## src/design/ckvs_pkg.sv

```systemverilog
// shared types, constants and the crc step for the checked key-value slot store
package ckvs_pkg;

  localparam logic [31:0] REC_MAGIC   = 32'h504D5048;
  localparam logic [31:0] CRC_POLY    = 32'hEDB88320;
  localparam logic [31:0] CRC_INIT    = 32'hFFFFFFFF;
  localparam logic [7:0]  REC_VERSION = 8'd1;
  localparam int          HDR_LEN     = 12;

  localparam logic CFG_SLOTS = 1'b0;
  localparam logic CFG_READY = 1'b1;

  typedef enum logic [2:0] {
    ST_OK           = 3'd0,
    ST_NOT_FOUND    = 3'd1,
    ST_LEN_MISMATCH = 3'd2,
    ST_BAD_REQUEST  = 3'd3,
    ST_FULL         = 3'd4
  } status_e;

  typedef struct packed {
    logic    take;
    logic    scan_start;
    logic    slot_next;
    logic    slot_begin;
    logic    tgt_cur;
    logic    fetch_start;
    logic    fetch_word;
    logic    fetch_next;
    logic    wr_start;
    logic    clr_stg;
    logic    emit;
    logic    emit_data;
    logic    emit_final;
    status_e emit_code;
  } cmd_t;

  typedef struct packed {
    logic req_bad;
    logic req_store;
    logic req_last;
    logic scan_end;
    logic slot_written;
    logic slot_hit;
    logic have_inv;
    logic len_match;
    logic rd_busy;
    logic wr_busy;
    logic word_last;
    logic out_free;
  } sts_t;

  // reflected crc-32, one byte
  function automatic logic [31:0] crc_byte(input logic [31:0] c_in, input logic [7:0] b);
    logic [31:0] c;
    c = c_in ^ {24'd0, b};
    for (int i = 0; i < 8; i++) begin
      c = (c >> 1) ^ (c[0] ? CRC_POLY : 32'd0);
    end
    return c;
  endfunction

endpackage

```

## src/design/ckvs_ctrl.sv

```systemverilog
// request sequencer: scan, fetch, write and result ordering
module ckvs_ctrl (
  input  logic            clk_i,
  input  logic            rst_ni,
  input  logic            in_valid_i,
  output logic            in_ready_o,
  input  ckvs_pkg::sts_t  sts_i,
  output ckvs_pkg::cmd_t  cmd_o
);

  typedef enum logic [3:0] {
    S_IDLE, S_DECIDE, S_SCAN_CHK, S_SCAN_RUN, S_SLOT_EVAL,
    S_LF_ISSUE, S_LF_WAIT, S_LF_EMIT, S_WR_WAIT, S_EMIT
  } state_e;

  state_e            state_q, state_d;
  ckvs_pkg::status_e em_q, em_d;

  always_comb begin
    cmd_o      = '0;
    state_d    = state_q;
    em_d       = em_q;
    in_ready_o = (state_q == S_IDLE);
    unique case (state_q)
      S_IDLE: begin
        if (in_valid_i) begin
          cmd_o.take = 1'b1;
          state_d    = S_DECIDE;
        end
      end
      S_DECIDE: begin
        priority if (sts_i.req_bad) begin
          em_d    = ckvs_pkg::ST_BAD_REQUEST;
          state_d = S_EMIT;
        end else if (sts_i.req_store && !sts_i.req_last) begin
          state_d = S_IDLE;
        end else begin
          cmd_o.scan_start = 1'b1;
          state_d          = S_SCAN_CHK;
        end
      end
      S_SCAN_CHK: begin
        priority if (sts_i.scan_end) begin
          priority if (!sts_i.req_store) begin
            em_d    = ckvs_pkg::ST_NOT_FOUND;
            state_d = S_EMIT;
          end else if (sts_i.have_inv) begin
            cmd_o.wr_start = 1'b1;
            state_d        = S_WR_WAIT;
          end else begin
            cmd_o.clr_stg = 1'b1;
            em_d          = ckvs_pkg::ST_FULL;
            state_d       = S_EMIT;
          end
        end else if (!sts_i.slot_written) begin
          cmd_o.slot_next = 1'b1;
        end else begin
          cmd_o.slot_begin = 1'b1;
          state_d          = S_SCAN_RUN;
        end
      end
      S_SCAN_RUN: begin
        if (!sts_i.rd_busy) state_d = S_SLOT_EVAL;
      end
      S_SLOT_EVAL: begin
        priority if (sts_i.slot_hit && !sts_i.req_store) begin
          if (sts_i.len_match) begin
            cmd_o.fetch_start = 1'b1;
            state_d           = S_LF_ISSUE;
          end else begin
            em_d    = ckvs_pkg::ST_LEN_MISMATCH;
            state_d = S_EMIT;
          end
        end else if (sts_i.slot_hit) begin
          cmd_o.tgt_cur  = 1'b1;
          cmd_o.wr_start = 1'b1;
          state_d        = S_WR_WAIT;
        end else begin
          cmd_o.slot_next = 1'b1;
          state_d         = S_SCAN_CHK;
        end
      end
      S_LF_ISSUE: begin
        cmd_o.fetch_word = 1'b1;
        state_d          = S_LF_WAIT;
      end
      S_LF_WAIT: begin
        if (!sts_i.rd_busy) state_d = S_LF_EMIT;
      end
      S_LF_EMIT: begin
        if (sts_i.out_free) begin
          cmd_o.emit       = 1'b1;
          cmd_o.emit_data  = 1'b1;
          cmd_o.emit_final = sts_i.word_last;
          cmd_o.emit_code  = ckvs_pkg::ST_OK;
          if (sts_i.word_last) begin
            state_d = S_IDLE;
          end else begin
            cmd_o.fetch_next = 1'b1;
            state_d          = S_LF_ISSUE;
          end
        end
      end
      S_WR_WAIT: begin
        if (!sts_i.wr_busy) begin
          cmd_o.clr_stg = 1'b1;
          em_d          = ckvs_pkg::ST_OK;
          state_d       = S_EMIT;
        end
      end
      S_EMIT: begin
        if (sts_i.out_free) begin
          cmd_o.emit       = 1'b1;
          cmd_o.emit_final = 1'b1;
          cmd_o.emit_code  = em_q;
          state_d          = S_IDLE;
        end
      end
      default: state_d = S_IDLE;
    endcase
  end

  always_ff @(posedge clk_i or negedge rst_ni) begin
    if (!rst_ni) begin
      state_q <= S_IDLE;
      em_q    <= ckvs_pkg::ST_OK;
    end else begin
      state_q <= state_d;
      em_q    <= em_d;
    end
  end

endmodule

```

## config.mk

```make
export PLATFORM = sky130hd
export DESIGN_NAME = ckvs_ctrl
export DESIGN_NICKNAME = d
export VERILOG_FILES = /design/src/design/ckvs_pkg.sv /design/src/design/ckvs_ctrl.sv
export SDC_FILE = /design/constraint.sdc
export NUM_CORES = 1
export LEC_CHECK = 0
export ABC_AREA = 1
export BUFFER_PORTS_ARGS = -buffer_cell sky130_fd_sc_hd__buf_4
export CAP_MARGIN = 15
export CORE_ASPECT_RATIO = 0.75
export CORE_MARGIN = 10
export CORE_UTILIZATION = 35
export CTS_CLUSTER_SIZE = 16
export DETAILED_ROUTE_END_ITERATION = 10
export SETUP_SLACK_MARGIN = 0.15
export SYNTH_ARGS = -nofsm -noshare
export SYNTH_HDL_FRONTEND = slang
export SYNTH_SLANG_ARGS = --single-unit
```

## constraint.sdc

```tcl
create_clock -name clk_i -period 2.7 [get_ports clk_i]
set_input_delay 0 -clock clk_i [delete_from_list [all_inputs] [get_ports clk_i]]
set_output_delay 0 -clock clk_i [all_outputs]
set_load 0.005 [all_outputs]
```

# Word level (Yosys, flattened, before mapping)
# Cells that the tools add are included.
# word_totals
reg_bits	7
input_bits	15
output_inout_bits	17
wordCells	90
# op_classes
eq_ne	21
n_mux	59
n_reduce_logical	8
# ops
op	n
$mux 4	13
$pmux 4 s10	1
$mux 1	25
$mux 3	8
$ne 2x2->1 const B	10
$eq 4x3->1 const B	4
$reduce_and 7->1	2
$pmux 3 s4	1
$mux 2	5
$eq 4x2->1 const B	2
$eq 4x4->1 const B	2
$pmux 1 s2	4
$pmux 4 s2	1
$mux 6	1
$ne 3x3->1 const B	2
$eq 4x1->1 const B	1
$logic_not 4->1	1
$reduce_bool 4->1	1
$logic_and 1x1->1	2
$logic_not 1->1	2

# Longest topological paths before layout
# depth
depth_word	5
mapped_depth	10
mapped_depth_nobuf	9

# Least setup slack after synthesis
# No wires, ideal clock.
# synth_path
path_kind	register to register
start	register state_q[1]
end	register em_q[2]
setup_ns	0.117
arrival_ns	1.142
t_required_ns	2.583
path_slack_ns	1.440
path_stages_with_launch	10
n_path_buf	1
synth_period_minus_slack_ns	1.260
cell_sequence	dfrtp_1 inv_1 nor2_2 buf_4 nand3_1 nand2_1 nor2_2 nand2_2 nand2_1 nand2_1
# synth_between
elab_chain_len	3
elab_cells_between_ends	13
classes_between	eq/ne: 10; mux: 1; reduce/logical: 2
# synth_lines
element	line	text
start: declaration	ckvs_ctrl.sv:16	state_e state_q, state_d;
start signal: assignment	ckvs_ctrl.sv:128	state_q <= state_d;
$eq 4x2->1, or another cell as far along	ckvs_ctrl.sv:24	unique case (state_q)
$ne 3x3->1 (no source line), or another cell as far along	-	
$reduce_and 7->1 (no source line)	-	
end signal: assignment	ckvs_ctrl.sv:126	em_q <= ckvs_pkg::ST_OK;
end signal: assignment	ckvs_ctrl.sv:129	em_q <= em_d;
end: declaration	ckvs_ctrl.sv:17	ckvs_pkg::status_e em_q, em_d;
# Parallel ways exist; a longest one is shown, timed or not.
# A chain may end at the register's enable or synchronous reset.

# Worst setup path after layout
# layout_path
start	register state_q[3]
end	register state_q[2]
# layout_between
elab_chain_len	3
elab_cells_between_ends	19
classes_between	eq/ne: 16; mux: 1; reduce/logical: 2
# layout_lines
element	line
$eq 4x2->1, or another cell as far along	ckvs_ctrl.sv:24
$ne 3x3->1 (no source line) / $ne 2x2->1 (equally long branches)	-
$reduce_and 7->1 (no source line)	-
# Parallel ways exist; a longest one is shown, timed or not.

==> summary.md <==
| Metric | Value |
|---|---|
| Area grow syn2layout | 35.6% |
| Die Y | 62 µm |
| Worst reg2reg startpoint | state_q[3]$_DFFE_PN0P_ |
| Die area | ~4700 µm² |
| Pin slew with the least headroom to its limit | 0.461 ns |
| Final Non-Filler Cells | between 200 and 250 |
| IO Pins | 32 |
| Clock Root Buffer | clkbuf_4 |
| Drt pass-1 iters | 5 |
| Area of the multi-input gates | 562 µm² |
| RSZ-0062 raised after global routing | false |
| CP Class | register to register |
| Number of gates resized after cts | 0 |
| Synthesized netlist cell count | 151 |
| Final setup viols | 0 |
| Total power draw | a little over 900 µW |
| Synth Net Count | 166 |
| Final period utilization | between 50 and 60% |
| Worst Setup Slack, final | 1.08 ns |
| Critical path arrival | 1.75 ns |
| Post-Syn Area | 823 µm² |
| Via density | 4.64 |
| Pwr Density | 826 nW/µm² |
| GRT Overall Usage | 10.9% |
| Die X | about 76 µm |
| Hold Vio Cnt, Final | 0 |
| Iteration-0 DRC Markers | 115 |
| Area share of the largest cell type after synthesis | 28.3% |
| Final #Nets | 201 |
| Clock Latency Late Sink | ~0.25 ns |
| Yosys Warn Count | 0 |
| Yosys cell types | 19 |
| Minimum clock period after layout | ~1.6 ns |
| Cells on Worst Hold Path | 4 |
| Final setup TNS | 0 ns |
| Total CTS buffers | 3 |
| Lkg Pwr | 0.000664 µW |
| Core occupancy in the finished layout | 49.1% |
| Pre-CTS setup slack | 1.10 ns |
| # placed instances | 214 |
| Hold wc startpoint | sts_i[5] |
| Sequential share of the synthesized area | 21.3% |
| Worst path required time | 2.83 ns |
| Status | completed |
| Wirelength per Cell | ~11 µm |
| First-pass GRT wire length | roughly 4.3 mm |
| Bufs on Longest Clock Path | 2 |
| Rows | 15 |
| Max FO, Critical Path | 12 |
| Setup Skew | 0.00222 ns |
| CP Launch Type | register |
| Register area | roughly 180 µm² |
| Share of post-route cells with drive strength above 1 | 27.6% |
| Worst R2R End | state_q[2]$_DFFE_PN0P_ |
| FF-to-FF setup slack | between 1 and 1.5 ns |
| DRC | 0 |
| Worst Hold Class | input port to register |
| Clk pin slew, worst setup/hold paths | 0.05 ns |
| Ranking of synthesized cells by area | nand2_1, dfrtp_1, nor2_1, nand3_1, inv_1 |
| FILL cells | 253 |
| Initial antenna violation count | 0 |
| Core area | 2270 µm² |
| GP Congestion | between 0.8 and 0.9 |
| Relative max-transition margin | 69.2% |
| Vias | 1017 |
| IO buf count | 31 |
| Maximum clock frequency | just over 600 MHz |
| H-tree depth | 1 |
| Largest net degree at the start of global routing | 13 |
| CTS tree | done |
| Antenna cells | 0 |
| Max-slew violations | 0 |
| Maxcap violations | 0 |
| DP HPWL | about 2.2 mm |
| Max IR drop VDD | 0.452 mV |
| Yosys top cell by area | nand2_1 |
| Avg Inst Size Synth | 5.45 µm² |
| Post-DRT Antenna Nets | 0 |
| GRT overflow | 0 |
| Hold endpoint | em_q[2]$_DFFE_PN0P_ |
| Starting Density | around 36% |
| Crit. End Element | register |
| DRT Wirelength | 2.51 mm |
| #FFs+latches synth | 7 |
| CTS Sinks | 7 |
| Vias in the first global route | 919 |
| Worst Reg-to-Reg Cells | 8 |
## placed cells by master (no fill, tap or decap), types with 4 or more instances in the layout
cell | netlist | layout
inv_1 | 15 | 15
buf_4 | 1 | 31
dfrtp_1 | 7 | 7
nor2_2 | 7 | 7
nor2_1 | 19 | 19
nand2_2 | 4 | 4
o21ai_0 | 5 | 5
nand2_1 | 62 | 62
nand3_1 | 14 | 14
## worst max-delay path by stage
stage	start	endpoint	slack, ns	cells past startpoint
2_1_floorplan	state_q[1]$_DFFE_PN0P_	em_q[2]$_DFFE_PN0P_	1.44	9
3_3_place_gp	state_q[3]$_DFFE_PN0P_	state_q[0]$_DFFE_PN0P_	1.10	8
3_5_place_dp	state_q[3]$_DFFE_PN0P_	state_q[0]$_DFFE_PN0P_	1.10	8
4_1_cts	state_q[3]$_DFFE_PN0P_	state_q[0]$_DFFE_PN0P_	1.09	8
5_1_grt	state_q[3]$_DFFE_PN0P_	state_q[0]$_DFFE_PN0P_	0.90	7
6_report	state_q[3]$_DFFE_PN0P_	state_q[2]$_DFFE_PN0P_	1.08	8
## registers in the layout, indices dropped and copies added, names as in the netlist
name	cells
em_q	3
state_q	4
## cells in the mapped netlist
library cell,number
nand2_1,62
nor2_1,19
inv_1,15
nand3_1,14
dfrtp_1,7
nor2_2,7
o21ai_0,5
nand2_2,4
inv_2,3
a21oi_1,2
nand3b_1,2
nand4_1,2
nor2_4,2
nor3_1,2
buf_4,1
buf_6,1
nand3_2,1
o211ai_1,1
o22ai_1,1
## cell families (layout without fill, tap and decap cells)
| kind of cell | after synthesis | count (layout) | share of synthesized area, % |
|---|---|---|---|
| flip-flops | 7 | 7 | 21.3 |
| buffers and inverters | 20 | 54 | 10.5 |
| AND/OR/NAND/NOR | 115 | 115 | 62.3 |
| AO/OA/AOI/OAI | 9 | 9 | 5.93 |
## through the flow
step	area [µm²]	hold WS, ns
after floorplan	823	-0.296
after global placement	1080	-0.183
after detailed placement	1080	-0.184
after CTS	1120	0.0880
after global routing	1120	0.119
final	1120	0.0967
## worst max-delay path, cell delays in order (launching register included)
cell	delay, ns
dfrtp_1	0.44
nor2_2	0.41
nand2_1	0.17
nor2_1	0.16
inv_1	0.05
nand3_1	0.08
nor2_2	0.07
nand2_1	0.06
nand2_1	0.05
## power breakdown
group | switching, µW | internal [µW]
Sequential | 50.6 | 151
Clock | 36.5 | 56.3
Combinational | 403 | 224
## final cells by class
type	count	share of cell area [%]
multi-input combinational	124	50.3
timing repair buffer	32	21.7
sequential	7	15.7
inverter	18	6.05
tap	34	3.81
clock buffer	4	2.35
## layer usage
layer,share of wire (%),global-route usage (%),up-vias
met5,0,0,-
met4,0,0.806,0
met3,11,3.45,0
met2,41,16.4,46
met1,47,15.2,427
li1,-,-,544
## what timing repair did
item	in CTS	in global routing
hold buffers	1	0
buffers inserted	0	0
endpoints found under the hold margin	7	0
No activity file was read; power rests on OpenSTA's default activity.
